$ cat config.mk
export PLATFORM = sky130hd
export DESIGN_NAME = multi_channel_interval_alarm_timer
export DESIGN_NICKNAME = d
export VERILOG_FILES = /design/src/design/mciat_pkg.sv /design/src/design/multi_channel_interval_alarm_timer.sv /design/src/design/mciat_channel.sv
export VERILOG_INCLUDE_DIRS = /design/src /design/src/design
export SDC_FILE = /design/constraint.sdc
export NUM_CORES = 1
export LEC_CHECK = 0
export BUFFER_PORTS_ARGS = -buffer_cell sky130_fd_sc_hd__buf_2
export CORE_ASPECT_RATIO = 1.4
export CORE_MARGIN = 10
export CORE_UTILIZATION = 55
export CTS_BUF_LIST = sky130_fd_sc_hd__clkbuf_4 sky130_fd_sc_hd__clkbuf_8 sky130_fd_sc_hd__clkbuf_16
export DETAILED_ROUTE_END_ITERATION = 16
export GPL_TIMING_DRIVEN = 1
export PLACE_DENSITY = 0.73
export RECOVER_POWER = 25
export SETUP_SLACK_MARGIN = 0.1
export SYNTH_ARGS = -nofsm -noshare
export SYNTH_HDL_FRONTEND = slang
export SYNTH_SLANG_ARGS = --single-unit
$ cat constraint.sdc
create_clock -name i_clk -period 7.9 [get_ports i_clk]
set_input_delay 1.58 -clock i_clk [delete_from_list [all_inputs] [get_ports i_clk]]
set_output_delay 1.58 -clock i_clk [all_outputs]
set_load 0.01 [all_outputs]
$ cat src/design/multi_channel_interval_alarm_timer_defines.svh
// Assertion macros for the interval alarm timer RTL.
// Depends on nothing; files that assert take it by include.
`ifndef MULTI_CHANNEL_INTERVAL_ALARM_TIMER_DEFINES_SVH
`define MULTI_CHANNEL_INTERVAL_ALARM_TIMER_DEFINES_SVH

// Clocked check, masked while reset is held.
`define MCIAT_ASSERT(label, prop, msg) \
    label: assert property (@(posedge i_clk) disable iff (!i_rst_n) prop) else $error(msg);

// Clocked check that also holds through reset.
`define MCIAT_ASSERT_ALWAYS(label, prop, msg) \
    label: assert property (@(posedge i_clk) prop) else $error(msg);

`endif

$ cat src/design/mciat_pkg.sv
// Package for the interval alarm timer: widths, button and stage codes,
// transfer structs and channel reset values. Depends on nothing.
package mciat_pkg;

    localparam int NUM_CHANNELS_DEF = 4;
    localparam int PERIOD_W         = 18;
    localparam int ENTRY_W          = 6;
    localparam int MASK_W           = 4;
    localparam int BUTTON_W         = 4;
    localparam int CHAN_SEL_W       = 2;
    localparam int ENTRY_MAX        = 59;
    localparam int MIN_WEIGHT       = 60;
    localparam int HOUR_WEIGHT      = 3600;

    typedef enum logic [BUTTON_W-1:0] {
        BTN_NONE    = 4'd0,
        BTN_UP      = 4'd1,
        BTN_DOWN    = 4'd2,
        BTN_CONFIRM = 4'd3,
        BTN_CANCEL  = 4'd4,
        BTN_SEL0    = 4'd5,
        BTN_SEL1    = 4'd6,
        BTN_SEL2    = 4'd7,
        BTN_SEL3    = 4'd8
    } t_button;

    typedef enum logic [1:0] {
        STG_SEC  = 2'd0,
        STG_MIN  = 2'd1,
        STG_HOUR = 2'd2
    } t_stage;

    typedef struct packed {
        logic                cmd;
        logic [BUTTON_W-1:0] button;
    } t_in_item;

    typedef struct packed {
        logic [MASK_W-1:0]     alert_mask;
        logic                  editing;
        logic [1:0]            edit_stage;
        logic [ENTRY_W-1:0]    entry_shown;
        logic [CHAN_SEL_W-1:0] selected_channel;
        logic                  display_refresh;
    } t_out_item;

    // Period / enable update from the editor to one channel.
    typedef struct packed {
        logic                period_we;
        logic [PERIOD_W-1:0] period;
        logic                enable_we;
        logic                enable;
    } t_chan_wr;

    function automatic logic [PERIOD_W-1:0] init_period(input int idx);
        logic [PERIOD_W-1:0] v;
        case (idx)
            0:       v = PERIOD_W'(5);
            1:       v = PERIOD_W'(35);
            2:       v = PERIOD_W'(10);
            3:       v = PERIOD_W'(123);
            default: v = '0;
        endcase
        return v;
    endfunction

    function automatic logic init_enable(input int idx);
        return (idx == 0) || (idx == 2);
    endfunction

endpackage

$ cat src/design/multi_channel_interval_alarm_timer.sv
// A transfer passes through the input register, then the result register.
// Throughput: one item per cycle unless the output stalls; the input register
// refills while the result is taken, all channels update in the same cycle.
// Reset (synchronous, active low) restores channel periods/enables, clears
// counts and the editor; no clearing pass, items are taken at once.
module multi_channel_interval_alarm_timer #(
    parameter int NUM_CHANNELS = mciat_pkg::NUM_CHANNELS_DEF
) (
    input  logic                 i_clk,
    input  logic                 i_rst_n,
    input  logic                 i_in_valid,
    output logic                 o_in_stall,
    input  mciat_pkg::t_in_item  i_in_item,
    output logic                 o_out_valid,
    input  logic                 i_out_stall,
    output mciat_pkg::t_out_item o_out_item
);
    import mciat_pkg::*;
    `include "multi_channel_interval_alarm_timer_defines.svh"

    // Handshake and pipeline registers
    logic      r_in_vld;
    t_in_item  r_in;
    logic      r_out_vld;
    t_out_item r_out;
    logic      out_free;
    logic      proc;

    // Editor state
    logic                  r_edit;
    t_stage                r_stage;
    logic [ENTRY_W-1:0]    r_entry;
    logic [CHAN_SEL_W-1:0] r_chosen;
    logic                  r_held;
    logic                  n_edit;
    t_stage                n_stage;
    logic [ENTRY_W-1:0]    n_entry;
    logic [CHAN_SEL_W-1:0] n_chosen;
    logic                  n_held;
    logic                  n_refresh;

    logic                tick;
    logic                press;
    logic [BUTTON_W-1:0] sel_idx;
    logic                sel_ok;
    logic [PERIOD_W-1:0] sel_period;
    logic [PERIOD_W-1:0] new_period;
    logic                wr_period;
    logic                wr_enable;
    logic [MASK_W-1:0]   alert_mask;

    logic [PERIOD_W-1:0] ch_period  [NUM_CHANNELS];
    logic                ch_expired [NUM_CHANNELS];
    t_chan_wr            ch_wr      [NUM_CHANNELS];

    assign out_free    = !r_out_vld || !i_out_stall;
    assign proc        = r_in_vld && out_free;
    assign o_in_stall  = r_in_vld && !out_free;
    assign o_out_valid = r_out_vld;
    assign o_out_item  = r_out;

    assign tick    = proc && !r_in.cmd;
    assign press   = proc && r_in.cmd && (r_in.button != BTN_NONE) && !r_held;
    assign sel_idx = r_in.button - BTN_SEL0;
    assign sel_ok  = 32'(sel_idx) < NUM_CHANNELS;

    // Period of the channel under edit
    always_comb begin
        sel_period = '0;
        for (int c = 0; c < NUM_CHANNELS; c++) begin
            if (32'(r_chosen) == c) begin
                sel_period = ch_period[c];
            end
        end
    end

    // Editor next state
    always_comb begin
        n_edit     = r_edit;
        n_stage    = r_stage;
        n_entry    = r_entry;
        n_chosen   = r_chosen;
        n_held     = r_held;
        new_period = sel_period;
        wr_period  = 1'b0;
        wr_enable  = 1'b0;
        if (proc && r_in.cmd) begin
            if (r_in.button == BTN_NONE) begin
                n_held = 1'b0;
            end else if (!r_held) begin
                n_held = 1'b1;
                case (t_button'(r_in.button))
                    BTN_UP: begin
                        if (r_edit) begin
                            n_entry = (32'(r_entry) == ENTRY_MAX) ? '0 : r_entry + ENTRY_W'(1);
                        end
                    end
                    BTN_DOWN: begin
                        if (r_edit) begin
                            n_entry = (r_entry == '0) ? ENTRY_W'(ENTRY_MAX)
                                                      : r_entry - ENTRY_W'(1);
                        end
                    end
                    BTN_CONFIRM: begin
                        if (r_edit) begin
                            case (r_stage)
                                STG_SEC: begin
                                    new_period = PERIOD_W'(r_entry);
                                    wr_period  = 1'b1;
                                    n_entry    = '0;
                                    n_stage    = STG_MIN;
                                end
                                STG_MIN: begin
                                    new_period = sel_period
                                               + PERIOD_W'(r_entry) * PERIOD_W'(MIN_WEIGHT);
                                    wr_period  = 1'b1;
                                    n_entry    = '0;
                                    n_stage    = STG_HOUR;
                                end
                                STG_HOUR: begin
                                    new_period = sel_period
                                               + PERIOD_W'(r_entry) * PERIOD_W'(HOUR_WEIGHT);
                                    wr_period  = 1'b1;
                                    wr_enable  = 1'b1;
                                    n_entry    = '0;
                                    n_stage    = STG_SEC;
                                    n_edit     = 1'b0;
                                end
                                default: begin
                                end
                            endcase
                        end
                    end
                    BTN_CANCEL: begin
                        n_edit  = 1'b0;
                        n_entry = '0;
                        n_stage = STG_SEC;
                    end
                    BTN_SEL0, BTN_SEL1, BTN_SEL2, BTN_SEL3: begin
                        if (sel_ok) begin
                            n_edit   = 1'b1;
                            n_chosen = sel_idx[CHAN_SEL_W-1:0];
                            n_entry  = '0;
                            n_stage  = STG_SEC;
                        end
                    end
                    default: begin
                    end
                endcase
            end
        end
    end

    // Channel update requests
    always_comb begin
        for (int c = 0; c < NUM_CHANNELS; c++) begin
            ch_wr[c].period_we = wr_period && (32'(r_chosen) == c);
            ch_wr[c].period    = new_period;
            ch_wr[c].enable_we = wr_enable && (32'(r_chosen) == c);
            ch_wr[c].enable    = (new_period != '0);
        end
    end

    genvar g;
    generate
        for (g = 0; g < NUM_CHANNELS; g++) begin : g_chan
            mciat_channel #(
                .CH_INDEX (g)
            ) u_chan (
                .i_clk     (i_clk),
                .i_rst_n   (i_rst_n),
                .i_tick    (tick),
                .i_wr      (ch_wr[g]),
                .o_period  (ch_period[g]),
                .o_expired (ch_expired[g])
            );
        end
        for (g = 0; g < MASK_W; g++) begin : g_mask
            if (g < NUM_CHANNELS) begin : g_on
                assign alert_mask[g] = ch_expired[g];
            end else begin : g_off
                assign alert_mask[g] = 1'b0;
            end
        end
    endgenerate

    assign n_refresh = press || (alert_mask != '0);

    always_ff @(posedge i_clk) begin
        if (!i_rst_n) begin
            r_in_vld  <= 1'b0;
            r_out_vld <= 1'b0;
            r_edit    <= 1'b0;
            r_stage   <= STG_SEC;
            r_entry   <= '0;
            r_chosen  <= '0;
            r_held    <= 1'b0;
        end else begin
            if (!o_in_stall) begin
                r_in_vld <= i_in_valid;
            end
            if (out_free) begin
                r_out_vld <= r_in_vld;
            end
            r_edit   <= n_edit;
            r_stage  <= n_stage;
            r_entry  <= n_entry;
            r_chosen <= n_chosen;
            r_held   <= n_held;
        end
    end

    always_ff @(posedge i_clk) begin
        if (!o_in_stall) begin
            r_in <= i_in_item;
        end
        if (proc) begin
            r_out.alert_mask       <= alert_mask;
            r_out.editing          <= n_edit;
            r_out.edit_stage       <= n_stage;
            r_out.entry_shown      <= n_entry;
            r_out.selected_channel <= n_chosen;
            r_out.display_refresh  <= n_refresh;
        end
    end

    `MCIAT_ASSERT(a_proc_fills_out, proc |=> r_out_vld, "processed transfer left no result")
    `MCIAT_ASSERT(a_tick_refresh,
        (proc && !r_in.cmd) |=> (r_out.display_refresh == (r_out.alert_mask != '0)),
        "tick refresh disagrees with alert mask")
    `MCIAT_ASSERT(a_idle_entry_clear, !r_edit |-> (r_stage == STG_SEC && r_entry == '0),
        "entry not cleared outside editing")
    `MCIAT_ASSERT(a_held_no_effect,
        (proc && r_in.cmd && r_in.button != BTN_NONE && r_held)
            |=> ($stable(r_edit) && $stable(r_entry) && $stable(r_chosen)),
        "held button changed editor state")

endmodule

$ cat src/design/mciat_channel.sv
// One repeating alarm channel: enable, period and running count.
// Depends on mciat_pkg.
module mciat_channel #(
    parameter int CH_INDEX = 0
) (
    input  logic                          i_clk,
    input  logic                          i_rst_n,
    input  logic                          i_tick,
    input  mciat_pkg::t_chan_wr           i_wr,
    output logic [mciat_pkg::PERIOD_W-1:0] o_period,
    output logic                          o_expired
);
    import mciat_pkg::*;

    logic                r_enable;
    logic [PERIOD_W-1:0] r_period;
    logic [PERIOD_W-1:0] r_count;
    logic                n_enable;
    logic [PERIOD_W-1:0] n_period;
    logic [PERIOD_W-1:0] n_count;

    assign o_expired = i_tick && r_enable && (r_count >= r_period);
    assign o_period  = r_period;

    always_comb begin
        n_enable = i_wr.enable_we ? i_wr.enable : r_enable;
        n_period = i_wr.period_we ? i_wr.period : r_period;
        n_count  = r_count;
        if (i_tick && r_enable) begin
            n_count = o_expired ? '0 : r_count + PERIOD_W'(1);
        end
    end

    always_ff @(posedge i_clk) begin
        if (!i_rst_n) begin
            r_enable <= init_enable(CH_INDEX);
            r_period <= init_period(CH_INDEX);
            r_count  <= '0;
        end else begin
            r_enable <= n_enable;
            r_period <= n_period;
            r_count  <= n_count;
        end
    end

endmodule

==> results.cfg <==
[outcome]
outcome = finished with violations
failed_checks = capacitance limit, slew limit

[sta]
rsz0062_at_grt = false
setup_violations = 0
period_share_pct = 69.3
timing.fmax_mhz = 183
clock_skew_ns = 0.0152
finalHoldViolCount = 0
worst_slew_pin_slew_ns = 2.78
relSlewSlack_pct = -85.6
period_minus_slack_ns = 5.48
tns_ns = 0
drv_slew = 98

[setup_path]
worstPathMaxFanout = 10
crit_required_ns = 8.12
crit_chain = inv_1, fa_1, fa_1, inv_1, ha_1, a21oi_1, o21bai_1, a21oi_1, xnor2_1, ha_1, a211oi_1, a31oi_1, a211o_1, o21a_1, o21ai_0, a31oi_1, nor4b_2, a41oi_1
worst_path_largest_cell_delay_ns = 0.58
end_kind = flop
cp-start-kind = flop
crit_path_top_delay_cell = dfxtp_1
worstSetupPathType = flop to flop
cp.arrival_ns = 5.70

[cells_and_area]
final_nets = 1572
layout-drive-gt1-share_pct = 5.95
diodes = 0
syn_to_final_growth_pct = 6.35
stdcell_count = 1709

[global_routing]
grt.total_usage_pct = 21.7
grt_overflow_total = 0
antenna_found_initial = 0
first_global_vias = 9937
grt_pass1_wl_mm = 51.3
grt_max_degree = 61

[routing]
first_pass_iters = 6
wirelength_mm = 31.5
drc = 0
dr.first_iter.drc_count = 838
wl_per_cell_um = 18.4
via_count = 10100
viasPerCell = 5.90
drtAntennaViolNets = 0

[placed_design]
io_buffers = 26
dp_cells = 1677
hpwl_mm = 24.2
gp_congestion = 0.949

[pwr]
ir_drop_uv = 154
power_density_nw_per_um2 = 140
p_leak_nw = 5.38

[clock_network]
h-tree-depth = 4
ctsResizeCount = 0
cts_setup_buffers = 0
clk_latency_ns = 0.45
cts_tree = yes
cts_root_buffer = clkbuf_16
cts_hold_buf = 0
cts_made_buffers = 17
cts.path.max_buffers = 2
clk_pin_slew_worst_paths_ns = 0.08
clock-sinks = 183

[yosys]
synth_nets = 1566
syn_inst = 1393
synth_flop_cell = dfxtp_1
synth_edf_count = 21
syn-cell-area_um2 = 12400
yosys_warnings = 0
ys_seq_area_share_pct = 31.3
synth.distinct_cells = 81
ys_seq_elements = 183
synth_area_per_cell_um2 = 8.89
async_flop_share_pct = 0

[floorplanning]
die_h_um = 198
io_pins = 27
dieArea_um2 = 29000
core_area_um2 = 22000
rows = 64
fp.dieW_um = 147
initial_core_util_pct = 56.2

[hold_path]
min_path_type = flop to flop

[run]
drv_cap = 2
## path summary, 6_finish.rpt
check                           startpoint                   endpoint  slack [ns]  depth (start not counted)
worst max-delay path            r_entry[3]  g_chan[2].u_chan.r_enable        2.42                         18
worst min-delay path                r_held                     r_held        0.49                          2
worst max register to register  r_entry[3]  g_chan[2].u_chan.r_enable        2.42                         18
worst min register to register      r_held                     r_held        0.49                          2
## layout by cell type (no fill, tap or decap), types with 16 or more instances in the layout
cell / instances
clkbuf_1: 20
nor2_1: 184
ha_1: 151
dfxtp_1: 162
a211oi_1: 58
nand2_1: 97
a21oi_1: 49
nand3_1: 32
edfxtp_1: 21
nand4_1: 28
mux4_2: 16
o21ai_0: 54
xnor2_1: 52
a21o_1: 20
xor2_1: 54
inv_1: 128
clkbuf_16: 17
o21a_1: 21
## critical path: cells and delay by family (launching register included)
| kind | cells | cell delay [ns] |
|---|---|---|
| AO/OA/AOI/OAI | 10 | 2.04 |
| XOR/XNOR | 1 | 0.15 |
| adder cells (fa/ha/maj) | 4 | 1.70 |
| buffers and inverters | 2 | 0.35 |
| flip-flops | 1 | 0.58 |
| AND/OR/NAND/NOR | 1 | 0.46 |
## flip-flops by register name, indices dropped and copies added, names as in the netlist, 2 cells and up
name and count:
g_chan.u_chan.r_count 72, g_chan.u_chan.r_enable 4, r_stage 2, r_chosen 2
r_entry 6, r_in 5, g_chan.u_chan.o_period 72, o_out_item 16
## power by group
part | switching, mW | internal [mW] | leakage, nW
registers | 0.00452 | 0.945 | 1.51
logic | 0.0360 | 0.0126 | 3.59
clock network | 0.400 | 0.447 | 0.286
## layout make-up
class                      instances  area [µm²]
clock inverter                    14         140
timing repair buffer              34         160
clock buffer                      18         433
multi-input combinational       1034        7700
tap                              297         372
sequential                       183        3870
fill                            1936        8860
inverter                         129         484
## kinds of logic after synthesis
kind of cell	Yosys count	synth area share, %
AND/OR/NAND/NOR	439	16.9
AO/OA/AOI/OAI	301	16.8
flip-flops	183	31.3
buffers and inverters	176	6.31
adder cells (fa/ha/maj)	164	17.4
XOR/XNOR	106	7.50
multiplexers	24	3.83
## metrics by stage
step / cell area (µm²) / power (mW) / util, % / setup WS (ns) / hold slack [ns]
2_1_floorplan: 12400 / 1.01 / - / 3.09 / 0.452
3_3_place_gp: 12600 / 1.02 / 57.4 / 2.62 / 0.495
3_5_place_dp: 12600 / 1.02 / 57.4 / 2.58 / 0.502
4_1_cts: 13200 / 1.86 / 60.0 / 2.55 / 0.517
5_1_grt: 13200 / 1.90 / 59.8 / 2.07 / 0.516
6_report: 13200 / 1.84 / 59.8 / 2.42 / 0.492
## layer usage
layer | routed length [µm] | up-vias | track usage [%]
met5 | 0 | - | 0
met4 | 1530 | 0 | 10.9
met3 | 1560 | 89 | 4.10
met2 | 15900 | 279 | 39.0
met1 | 12500 | 4778 | 23.9
li1 | - | 4934 | -
## cell usage after synthesis, types with 5 or more instances
cell type    n  share of area, %
a211oi_1    58               3.5
a21o_1      20               1.2
a21oi_1     49               2.0
a22oi_1      6              0.36
a31oi_1     13              0.66
a32oi_1      5              0.35
a41oi_1      6              0.42
and2_1      13              0.66
and3_1      11              0.56
and4_1      11              0.78
buf_2       12              0.49
clkbuf_1    24              0.73
clkbuf_8     7              0.78
dfxtp_1    162                26
edfxtp_1    21               5.1
fa_1        13               2.1
ha_1       151                15
inv_1      128               3.9
mux2i_1      5              0.40
mux4_2      16               2.9
nand2_1     97               2.9
nand2b_1    12              0.61
nand3_1     32               1.3
nand4_1     28               1.4
nor2_1     183               5.5
nor2b_1     12              0.61
nor3_1      12              0.49
o211ai_1     9              0.55
o21a_1      21               1.3
o21ai_0     53               2.1
o21ai_1      8              0.32
o21bai_1     6              0.36
or3_1        9              0.45
xnor2_1     52               3.7
xor2_1      54               3.8
(Power assumes the default switching activity.)
